$ cat src/hw/rtl/tcw_pkg.sv
`timescale 1ns / 1ps
// ----------------------------------------------------------------------------
// tcw_pkg
// Shared types, constants and the code point width classifier for the
// text column width and elide block.
// ----------------------------------------------------------------------------
package tcw_pkg;

	localparam int CU_W     = 16;
	localparam int CP_W     = 21;
	localparam int MW_W     = 12;
	localparam int TW_W     = 17;
	localparam int Q_DEPTH  = 2;

	localparam logic [MW_W-1:0] MAX_WIDTH_RST = 12'd80;
	localparam logic [TW_W-1:0] WIDTH_CAP     = 17'd131070;

	localparam logic [CU_W-1:0] HIGH_LO = 16'hD800;
	localparam logic [CU_W-1:0] HIGH_HI = 16'hDBFF;
	localparam logic [CU_W-1:0] LOW_LO  = 16'hDC00;
	localparam logic [CU_W-1:0] LOW_HI  = 16'hDFFF;
	localparam logic [CP_W-1:0] SUPP_BASE = 21'h10000;

	// one queue transaction: an optional flushed high surrogate (a) followed
	// by an optional code point completed by the current unit (b)
	typedef struct packed {
		logic       a_valid;
		logic [1:0] a_width;
		logic       b_valid;
		logic [1:0] b_width;
		logic       b_pair;
		logic       last;
	} cp_entry_t;

	typedef struct packed {
		logic [TW_W-1:0] run_width;
		logic [MW_W-1:0] pre_width;
		logic [CU_W-1:0] pre_units;
		logic            pre_closed;
		logic [CU_W-1:0] tot_units;
	} str_state_t;

	function automatic logic in_span(input logic [CP_W-1:0] cp,
		input logic [CP_W-1:0] lo, input logic [CP_W-1:0] hi);
		in_span = (cp >= lo) && (cp <= hi);
	endfunction

	function automatic logic [1:0] cp_width(input logic [CP_W-1:0] cp);
		logic zero_w;
		logic wide_w;
		zero_w = (cp == '0)
			|| in_span(cp, 21'h0300, 21'h036F) || in_span(cp, 21'h200B, 21'h200F)
			|| in_span(cp, 21'hFE00, 21'hFE0F) || in_span(cp, 21'hFE20, 21'hFE2F)
			|| in_span(cp, 21'hFEFF, 21'hFEFF);
		wide_w = in_span(cp, 21'h1100, 21'h115F) || in_span(cp, 21'h2E80, 21'h303E)
			|| in_span(cp, 21'h3041, 21'h33FF) || in_span(cp, 21'h3400, 21'h4DBF)
			|| in_span(cp, 21'h4E00, 21'h9FFF) || in_span(cp, 21'hA000, 21'hA4CF)
			|| in_span(cp, 21'hAC00, 21'hD7A3) || in_span(cp, 21'hF900, 21'hFAFF)
			|| in_span(cp, 21'hFE10, 21'hFE19) || in_span(cp, 21'hFE30, 21'hFE6F)
			|| in_span(cp, 21'hFF00, 21'hFF60) || in_span(cp, 21'hFFE0, 21'hFFE6)
			|| in_span(cp, 21'h1F000, 21'h1F0FF) || in_span(cp, 21'h1F300, 21'h1F64F)
			|| in_span(cp, 21'h1F900, 21'h1F9FF) || in_span(cp, 21'h20000, 21'h3FFFD);
		if (zero_w) begin
			cp_width = 2'd0;
		end else if (wide_w) begin
			cp_width = 2'd2;
		end else begin
			cp_width = 2'd1;
		end
	endfunction

endpackage

$ cat src/hw/rtl/text_column_width_and_elide.sv
`timescale 1ns / 1ps
// With the queue empty, a transaction with last set is registered in the queue, and its result is
// then registered in the result register, which holds it while out_ready is low.
// Throughput: one code unit per cycle while the queue is not full, set by the single accumulate step in the back part.
// A two-entry queue lets input continue while a result waits in the output register.
// Reset (arst_n low, asynchronous): string state cleared, queue empty, max_width = 80.
// ----------------------------------------------------------------------------
// text_column_width_and_elide
// Terminal column width and elision of a UTF-16 string, one code unit per cycle while in_ready is high.
// ----------------------------------------------------------------------------
module text_column_width_and_elide #(
	parameter int MAX_UNITS = 65535
) (
	input  logic                      clk,
	input  logic                      arst_n,
	input  logic                      cfg_we,
	input  logic [tcw_pkg::MW_W-1:0]  cfg_wdata,
	input  logic                      in_valid,
	output logic                      in_ready,
	input  logic [tcw_pkg::CU_W-1:0]  code_unit,
	input  logic                      last,
	output logic                      out_valid,
	input  logic                      out_ready,
	output logic [tcw_pkg::TW_W-1:0]  total_width,
	output logic                      fits,
	output logic [tcw_pkg::CU_W-1:0]  keep_units,
	output logic                      ellipsis,
	output logic [tcw_pkg::MW_W-1:0]  fitted_width,
	output logic [tcw_pkg::MW_W-1:0]  pad_columns
);

	logic [tcw_pkg::MW_W-1:0] max_width_q;
	logic                     q_push;
	logic                     q_push_ready;
	logic                     q_pop;
	logic                     q_valid;
	tcw_pkg::cp_entry_t       q_in;
	tcw_pkg::cp_entry_t       q_out;

	always_ff @(posedge clk or negedge arst_n) begin
		if (!arst_n) begin
			max_width_q <= tcw_pkg::MAX_WIDTH_RST;
		end else if (cfg_we) begin
			max_width_q <= cfg_wdata;
		end
	end

	tcw_front u_front (
		.clk       (clk),
		.arst_n    (arst_n),
		.in_valid  (in_valid),
		.in_ready  (in_ready),
		.code_unit (code_unit),
		.last      (last),
		.q_ready   (q_push_ready),
		.q_push    (q_push),
		.q_entry   (q_in)
	);

	tcw_queue u_queue (
		.clk        (clk),
		.arst_n     (arst_n),
		.push       (q_push),
		.push_entry (q_in),
		.push_ready (q_push_ready),
		.pop        (q_pop),
		.pop_valid  (q_valid),
		.pop_entry  (q_out)
	);

	tcw_back #(
		.MAX_UNITS (MAX_UNITS)
	) u_back (
		.clk          (clk),
		.arst_n       (arst_n),
		.max_width    (max_width_q),
		.q_valid      (q_valid),
		.q_entry      (q_out),
		.q_pop        (q_pop),
		.out_valid    (out_valid),
		.out_ready    (out_ready),
		.total_width  (total_width),
		.fits         (fits),
		.keep_units   (keep_units),
		.ellipsis     (ellipsis),
		.fitted_width (fitted_width),
		.pad_columns  (pad_columns)
	);

endmodule

$ cat src/hw/rtl/tcw_front.sv
`timescale 1ns / 1ps
// ----------------------------------------------------------------------------
// tcw_front
// Accepts code units, pairs surrogates and classifies code point widths.
// ----------------------------------------------------------------------------
module tcw_front (
	input  logic                          clk,
	input  logic                          arst_n,
	input  logic                          in_valid,
	output logic                          in_ready,
	input  logic [tcw_pkg::CU_W-1:0]      code_unit,
	input  logic                          last,
	input  logic                          q_ready,
	output logic                          q_push,
	output tcw_pkg::cp_entry_t            q_entry
);

	logic                     pend_q;
	logic [tcw_pkg::CU_W-1:0] held_q;
	logic                     is_high;
	logic                     is_low;
	logic                     pair;
	logic                     accept;
	logic [tcw_pkg::CP_W-1:0] pair_cp;

	assign in_ready = q_ready;
	assign accept   = in_valid & q_ready;
	assign q_push   = accept;

	assign is_high = (code_unit >= tcw_pkg::HIGH_LO) && (code_unit <= tcw_pkg::HIGH_HI);
	assign is_low  = (code_unit >= tcw_pkg::LOW_LO) && (code_unit <= tcw_pkg::LOW_HI);
	assign pair    = pend_q & is_low;
	assign pair_cp = tcw_pkg::SUPP_BASE + {1'b0, held_q[9:0], code_unit[9:0]};

	always_comb begin
		q_entry.a_valid = pend_q & ~is_low;
		q_entry.a_width = tcw_pkg::cp_width({5'd0, held_q});
		q_entry.b_valid = pair | ~(is_high & ~last);
		q_entry.b_width = pair ? tcw_pkg::cp_width(pair_cp)
			: tcw_pkg::cp_width({5'd0, code_unit});
		q_entry.b_pair  = pair;
		q_entry.last    = last;
	end

	always_ff @(posedge clk or negedge arst_n) begin
		if (!arst_n) begin
			pend_q <= 1'b0;
			held_q <= '0;
		end else if (accept) begin
			pend_q <= ~pair & is_high & ~last;
			if (~pair & is_high & ~last) begin
				held_q <= code_unit;
			end
		end
	end

endmodule

$ cat src/hw/rtl/tcw_queue.sv
`timescale 1ns / 1ps
// ----------------------------------------------------------------------------
// tcw_queue
// Short FIFO between the front and the back part.
// ----------------------------------------------------------------------------
module tcw_queue (
	input  logic               clk,
	input  logic               arst_n,
	input  logic               push,
	input  tcw_pkg::cp_entry_t push_entry,
	output logic               push_ready,
	input  logic               pop,
	output logic               pop_valid,
	output tcw_pkg::cp_entry_t pop_entry
);

	localparam int PW = (tcw_pkg::Q_DEPTH > 1) ? $clog2(tcw_pkg::Q_DEPTH) : 1;
	localparam int CW = $clog2(tcw_pkg::Q_DEPTH + 1);

	tcw_pkg::cp_entry_t mem_q [tcw_pkg::Q_DEPTH];
	logic [PW-1:0]      wr_q;
	logic [PW-1:0]      rd_q;
	logic [CW-1:0]      cnt_q;
	logic               do_push;
	logic               do_pop;

	assign push_ready = (cnt_q != CW'(tcw_pkg::Q_DEPTH));
	assign pop_valid  = (cnt_q != '0);
	assign pop_entry  = mem_q[rd_q];
	assign do_push    = push & push_ready;
	assign do_pop     = pop & pop_valid;

	function automatic logic [PW-1:0] nxt(input logic [PW-1:0] p);
		nxt = (p == PW'(tcw_pkg::Q_DEPTH - 1)) ? '0 : p + 1'b1;
	endfunction

	always_ff @(posedge clk) begin
		if (do_push) begin
			mem_q[wr_q] <= push_entry;
		end
	end

	always_ff @(posedge clk or negedge arst_n) begin
		if (!arst_n) begin
			wr_q  <= '0;
			rd_q  <= '0;
			cnt_q <= '0;
		end else begin
			if (do_push) begin
				wr_q <= nxt(wr_q);
			end
			if (do_pop) begin
				rd_q <= nxt(rd_q);
			end
			if (do_push & ~do_pop) begin
				cnt_q <= cnt_q + 1'b1;
			end else if (do_pop & ~do_push) begin
				cnt_q <= cnt_q - 1'b1;
			end
		end
	end

endmodule

$ cat src/hw/rtl/tcw_back.sv
`timescale 1ns / 1ps
// ----------------------------------------------------------------------------
// tcw_back
// Accumulates widths and the fitted prefix, forms the result per string.
// ----------------------------------------------------------------------------
module tcw_back #(
	parameter int MAX_UNITS = 65535
) (
	input  logic                      clk,
	input  logic                      arst_n,
	input  logic [tcw_pkg::MW_W-1:0]  max_width,
	input  logic                      q_valid,
	input  tcw_pkg::cp_entry_t        q_entry,
	output logic                      q_pop,
	output logic                      out_valid,
	input  logic                      out_ready,
	output logic [tcw_pkg::TW_W-1:0]  total_width,
	output logic                      fits,
	output logic [tcw_pkg::CU_W-1:0]  keep_units,
	output logic                      ellipsis,
	output logic [tcw_pkg::MW_W-1:0]  fitted_width,
	output logic [tcw_pkg::MW_W-1:0]  pad_columns
);

	localparam logic [tcw_pkg::CU_W:0] UNIT_CAP = (tcw_pkg::CU_W + 1)'(MAX_UNITS);

	tcw_pkg::str_state_t st_q;
	tcw_pkg::str_state_t st_a;
	tcw_pkg::str_state_t st_b;
	logic [tcw_pkg::MW_W-1:0] budget;
	logic                     out_valid_q;
	logic [tcw_pkg::TW_W-1:0] tw_q;
	logic                     fits_q;
	logic [tcw_pkg::CU_W-1:0] keep_q;
	logic                     ell_q;
	logic [tcw_pkg::MW_W-1:0] fitted_q;
	logic [tcw_pkg::MW_W-1:0] pad_q;
	logic                     r_fits;
	logic [tcw_pkg::CU_W-1:0] r_keep;
	logic                     r_ell;
	logic [tcw_pkg::MW_W-1:0] r_fitted;
	logic [tcw_pkg::MW_W-1:0] r_pad;

	function automatic logic [tcw_pkg::CU_W-1:0] sat_units(
		input logic [tcw_pkg::CU_W-1:0] a, input logic [1:0] u);
		logic [tcw_pkg::CU_W:0] s;
		s = {1'b0, a} + {{(tcw_pkg::CU_W - 1){1'b0}}, u};
		sat_units = (s > UNIT_CAP) ? UNIT_CAP[tcw_pkg::CU_W-1:0] : s[tcw_pkg::CU_W-1:0];
	endfunction

	function automatic tcw_pkg::str_state_t take(input tcw_pkg::str_state_t s,
		input logic [1:0] w, input logic [1:0] u, input logic [tcw_pkg::MW_W-1:0] b);
		tcw_pkg::str_state_t    r;
		logic [tcw_pkg::TW_W:0] rw;
		logic [tcw_pkg::MW_W:0] pw;
		r  = s;
		rw = {1'b0, s.run_width} + {{(tcw_pkg::TW_W - 1){1'b0}}, w};
		r.run_width = (rw > {1'b0, tcw_pkg::WIDTH_CAP}) ? tcw_pkg::WIDTH_CAP
			: rw[tcw_pkg::TW_W-1:0];
		r.tot_units = sat_units(s.tot_units, u);
		pw = {1'b0, s.pre_width} + {{(tcw_pkg::MW_W - 1){1'b0}}, w};
		if (!s.pre_closed) begin
			if (pw > {1'b0, b}) begin
				r.pre_closed = 1'b1;
			end else begin
				r.pre_width = pw[tcw_pkg::MW_W-1:0];
				r.pre_units = sat_units(s.pre_units, u);
			end
		end
		take = r;
	endfunction

	assign budget = (max_width == '0) ? '0 : max_width - 1'b1;
	assign q_pop  = q_valid & (~out_valid_q | out_ready);

	always_comb begin
		st_a = q_entry.a_valid ? take(st_q, q_entry.a_width, 2'd1, budget) : st_q;
		st_b = q_entry.b_valid
			? take(st_a, q_entry.b_width, q_entry.b_pair ? 2'd2 : 2'd1, budget) : st_a;
	end

	always_comb begin
		r_fits   = 1'b0;
		r_keep   = '0;
		r_ell    = 1'b0;
		r_fitted = '0;
		r_pad    = '0;
		if (max_width == '0) begin
			r_fits = 1'b0;
		end else if (st_b.run_width <= {5'd0, max_width}) begin
			r_fits   = 1'b1;
			r_keep   = st_b.tot_units;
			r_fitted = st_b.run_width[tcw_pkg::MW_W-1:0];
			r_pad    = max_width - st_b.run_width[tcw_pkg::MW_W-1:0];
		end else if (max_width == 12'd1) begin
			r_ell    = 1'b1;
			r_fitted = 12'd1;
		end else begin
			r_keep   = st_b.pre_units;
			r_ell    = 1'b1;
			r_fitted = st_b.pre_width + 1'b1;
			r_pad    = max_width - (st_b.pre_width + 1'b1);
		end
	end

	always_ff @(posedge clk or negedge arst_n) begin
		if (!arst_n) begin
			st_q        <= '0;
			out_valid_q <= 1'b0;
		end else begin
			if (q_pop) begin
				st_q <= q_entry.last ? '0 : st_b;
			end
			if (q_pop & q_entry.last) begin
				out_valid_q <= 1'b1;
			end else if (out_ready) begin
				out_valid_q <= 1'b0;
			end
		end
	end

	always_ff @(posedge clk) begin
		if (q_pop & q_entry.last) begin
			tw_q     <= st_b.run_width;
			fits_q   <= r_fits;
			keep_q   <= r_keep;
			ell_q    <= r_ell;
			fitted_q <= r_fitted;
			pad_q    <= r_pad;
		end
	end

	assign out_valid    = out_valid_q;
	assign total_width  = tw_q;
	assign fits         = fits_q;
	assign keep_units   = keep_q;
	assign ellipsis     = ell_q;
	assign fitted_width = fitted_q;
	assign pad_columns  = pad_q;

endmodule

$ cat config.mk
export PLATFORM = sky130hd
export DESIGN_NAME = text_column_width_and_elide
export DESIGN_NICKNAME = d
export VERILOG_FILES = /design/src/hw/rtl/tcw_pkg.sv /design/src/hw/rtl/text_column_width_and_elide.sv /design/src/hw/rtl/tcw_front.sv /design/src/hw/rtl/tcw_queue.sv /design/src/hw/rtl/tcw_back.sv
export SDC_FILE = /design/constraint.sdc
export NUM_CORES = 1
export LEC_CHECK = 0
export BUFFER_PORTS_ARGS = -buffer_cell sky130_fd_sc_hd__buf_4
export CELL_PAD_IN_SITES_DETAIL_PLACEMENT = 2
export CELL_PAD_IN_SITES_GLOBAL_PLACEMENT = 2
export CORE_MARGIN = 2
export CORE_UTILIZATION = 38
export DETAILED_ROUTE_END_ITERATION = 10
export GPL_ROUTABILITY_DRIVEN = 0
export PLACE_DENSITY_LB_ADDON = 0.1
export REMOVE_ABC_BUFFERS = 1
export SYNTH_ARGS = -nofsm -noshare
export SYNTH_HDL_FRONTEND = slang
export SYNTH_HIERARCHICAL = 1
export SYNTH_SLANG_ARGS = --single-unit
$ cat constraint.sdc
create_clock -name clk -period 13.5 [get_ports clk]
set_input_delay 1.35 -clock clk [delete_from_list [all_inputs] [get_ports clk]]
set_output_delay 1.35 -clock clk [all_outputs]
set_load 0.03 [all_outputs]
==> results by group <==
Routing
  – Initial detailed-routing violation count: 1323
  – Vias: 16900
  – Vias per inst: 6.39
  – Detail Route Antenna Nets: 0
  – Routed wire length per instance: 27.0 um
  – DRC violations left: 0
  – Routed WL: 71400 um
  – Detailed Routing Iterations Pass 1: 5

Pwr
  – Worst-case vdd ir drop: 0.118 mV
  – Power per standard cell area: 214 mW/mm^2
  – Overall power after layout: 3.87 mW
  – Leakage power: 6.90 nW

Layout
  – Register area: 0.00466 sq mm
  – Filler instances: 4954
  – Syn-to-layout area delta: 9.76%
  – Number of cells in the finished layout apart from fillers: 2649
  – Fraction of final layout cells sized beyond drive strength 1: 11.7%
  – Commonest non-fill, non-tap cell in the layout: sky130_fd_sc_hd__nand2_1
  – Highest-count cells in the layout ignoring fill and taps: 202 x sky130_fd_sc_hd__nand2_1, 178 x sky130_fd_sc_hd__nor2_1, 119 x sky130_fd_sc_hd__o21ai_0
  – Final layout net count: 2179
  – Combined area of the multi-input logic cells: 0.0109 sq mm
  – Post-route standard cell area excluding fillers: 0.0181 sq mm
  – Number of antenna cells inserted: 0

Logic synthesis
  – Number of enable flip-flop cells after synthesis: 75
  – Post-Synth XOR/XNOR Area: 6.25%
  – Syn. warnings: 6
  – Most common flop cell mapped by yosys: sky130_fd_sc_hd__dfrtp_1
  – Register bit total from synthesis: 171
  – Number of instances in the synthesized netlist: 2055
  – Async SR Flop Fraction: 56.1%
  – Fraction of synthesized cell area taken by the top area cell type: 14.3%
  – Mux cell area share after synthesis: 3.32%
  – Sequential cell area fraction in the yosys report: 28.3%
  – Share of synthesized cell area in full adder, half adder and majority cells: 7.51%
  – Post-synthesis instance area: 0.0165 sq mm
  – Post-Synth Simple-Gate Area: 27.8%
  – Average instance area after synthesis: 8.01 sq um
  – Library cell with the largest summed area after synthesis: sky130_fd_sc_hd__dfrtp_1
  – Main combinational cell family by area after synthesis: simple AND/OR/NAND/NOR gates
  – Number of unique standard cell types used by synthesis: 106
  – Synth area leaders: sky130_fd_sc_hd__dfrtp_1 14%, sky130_fd_sc_hd__edfxtp_1 14%, sky130_fd_sc_hd__ha_1 6.5%
  – Compound-cell area share of the yosys netlist: 21.2%

Timing
  – Number of setup violations in the final report: 0
  – Final critical-path share of the clock period: 86.7%
  – Transition at the pin with the smallest max-transition slack: 1.02 ns
  – Post-route clock skew: 0.0138 ns
  – Post-Route Setup TNS: 0 ns
  – FMAX: 85.4 MHz
  – Pins Over Slew Limit: 0
  – Worst slew slack as a fraction of its limit: 32.0%
  – Hold Fails Final Rpt: 0
  – Final worst path period need: 11.71 ns
  – Setup repair after global routing missed its margin: no

Critical path
  – Biggest fanout along the worst timing path: 18
  – Buffers plus inverters on the worst setup path: 3
  – Setup slack of the most critical reg-to-reg path: 1.79 ns
  – Crit Path Category: reg2reg
  – Crit path capture type: register
  – Arrival time at the worst endpoint: 11.95 ns
  – Required time of the worst setup path: 13.74 ns
  – CP Launch Type: register
  – Most common cell type on the critical path: sky130_fd_sc_hd__ha_1
  – Delay of the slowest cell on the worst path: 0.63 ns
  – Top delay family on crit path: compound AO/OA/AOI/OAI gates
  – Master of the slowest instance on the critical path: sky130_fd_sc_hd__o41a_1

Floorplanning
  – Starting density of the core: 38.4%
  – Die outline width: 212 um
  – Die Area: 0.0450 sq mm
  – Die outline height: 212 um
  – I/O pin total: 95
  – Floorplan row count: 76
  – Floorplan core area: 0.0429 sq mm

Global route
  – Antenna violations before repair: 2
  – Wire length of the first global-routing pass: 110000 um
  – Total grt overflow: 0
  – Via count of the first global-routing pass: 17600
  – Pin count of the biggest net entering global routing: 55
  – Total Routing Usage GR: 32.1%

Clocking
  – Clock tree from TritonCTS: done
  – Bufs on Longest Clock Path: 2
  – Post-CTS Hold Fix Bufs: 0
  – Total clock buffers created by CTS: 17
  – Sinks on the clock net: 171
  – Clock Pin Slew Worst Setup and Hold Paths: 0.07 ns
  – Clock root cell: sky130_fd_sc_hd__clkbuf_16
  – Post-CTS setup-driven buffer insertion count: 0
  – Post-CTS sizing: 0
  – H-tree depth: 4
  – Skew-Pair Late Insertion Delay: 0.49 ns

Min path
  – Tightest Hold Check Type: reg2reg

Job
  – # Max-Cap Violations: 0

Place
  – Port Buf Inserts: 94
  – Total cell area at the placement stage: 0.0175 sq mm
  – Post-detail-place hpwl: 54400 um
  – Placed insts: 2617

Status
  – Result of the run: finished clean
## layer usage
metal / part of all wire, % / vias up / GRT usage [%] / routed length, um
met2: 45 / 499 / 49.9 / 32400
met3: 5.6 / 122 / 5.10 / 4020
met1: 46 / 8724 / 45.1 / 33000
met5: 0.050 / - / 0 / 36
li1: - / 7580 / - / -
met4: 2.7 / 4 / 10.8 / 1960
## Yosys cell counts, drive strengths merged, types with 26 or more instances
master / count
o22ai: 54
buf: 54
dfrtp: 94
a21oi: 119
xnor2: 76
nand4: 58
o21ai: 135
nand3: 93
and2: 27
ha: 86
nor4: 36
xor2: 39
nor2: 183
mux2: 31
edfxtp: 75
a21o: 28
nor3: 74
nand2b: 26
nand2: 208
inv: 86
a31oi: 40
clkbuf: 81
## where the power goes
part	leakage, nW	total, mW	switching (mW)	internal (mW)
sequential	1.98	0.937	0.169	0.768
combinational	4.62	2.41	1.65	0.761
clock	0.295	0.519	0.255	0.264
total	6.90	3.87	2.07	1.79
## final cells by class
class	instances	share of cell area, %
Multi-Input combinational cell	1663	60.4
Sequential cell	171	25.8
Timing Repair Buffer	112	4.65
Tap cell	585	4.05
Clock buffer	17	2.35
Inverter	86	1.79
Clock inverter	15	0.997
## worst reg2reg max path: cells and delay by family (launching register included)
kind            cells  cell delay [ns]
compound gates     17             4.63
fa+ha+maj           7             2.08
buf+inv             3             0.37
simple gates       13             2.64
xor+xnor            4             0.65
mux                 1             0.48
flops               1             0.60
## final timing paths
check	startpoint	end	cells past startpoint
worst max-delay path	u_queue/rd_q$_DFFE_PN0P_	u_back/pad_columns[11]$_SDFFCE_PP0P_	45
worst min-delay path	u_queue/cnt_q[1]$_DFFE_PN0P_	u_queue/cnt_q[1]$_DFFE_PN0P_	1
worst max register to register	u_queue/rd_q$_DFFE_PN0P_	u_back/pad_columns[11]$_SDFFCE_PP0P_	45
worst min register to register	u_queue/cnt_q[1]$_DFFE_PN0P_	u_queue/cnt_q[1]$_DFFE_PN0P_	1
max in group asynchronous	arst_n	u_back/st_q[9]$_DFFE_PN0P_	2
min in group asynchronous	arst_n	u_back/st_q[59]$_DFFE_PN0P_	1
## logic make-up (layout without fill, tap and decap cells)
group | Yosys count | after routing
muxes | 47 | 47
DFF | 171 | 171
adders and majority gates | 94 | 94
and+or+nand+nor | 866 | 866
buffers and inverters | 221 | 230
AOI/OAI and AO/OA | 540 | 540
xor gates and xnor gates | 116 | 116
## state kept, by name (all words and copies together) (netlist names)
| register | count |
|---|---|
| u_back/pad_columns | 12 |
| u_back/st_q | 62 |
| u_back/fitted_width | 12 |
| u_front/pend_q | 1 |
| u_queue/wr_q | 1 |
| max_width_q | 12 |
| u_back/out_valid | 1 |
| u_queue/mem_q | 16 |
| u_front/held_q | 16 |
| u_back/keep_units | 16 |
| u_back/fits | 1 |
| u_back/total_width | 17 |
| u_queue/cnt_q | 2 |
| u_queue/rd_q | 1 |
| u_back/ellipsis | 1 |
## per-stage QoR
| step | hold slack [ns] | worst slack, ns | util [%] |
|---|---|---|---|
| finish | 0.575 | 1.79 | 42.1 |
| global route | 0.611 | 1.03 | 42.1 |
| CTS | 0.576 | 1.94 | 42.1 |
| detailed placement | 0.554 | 2.04 | 40.7 |
| global placement | 0.477 | 2.63 | 40.7 |
| floorplan | 0.461 | 3.53 | - |
(Power assumes the default switching activity.)
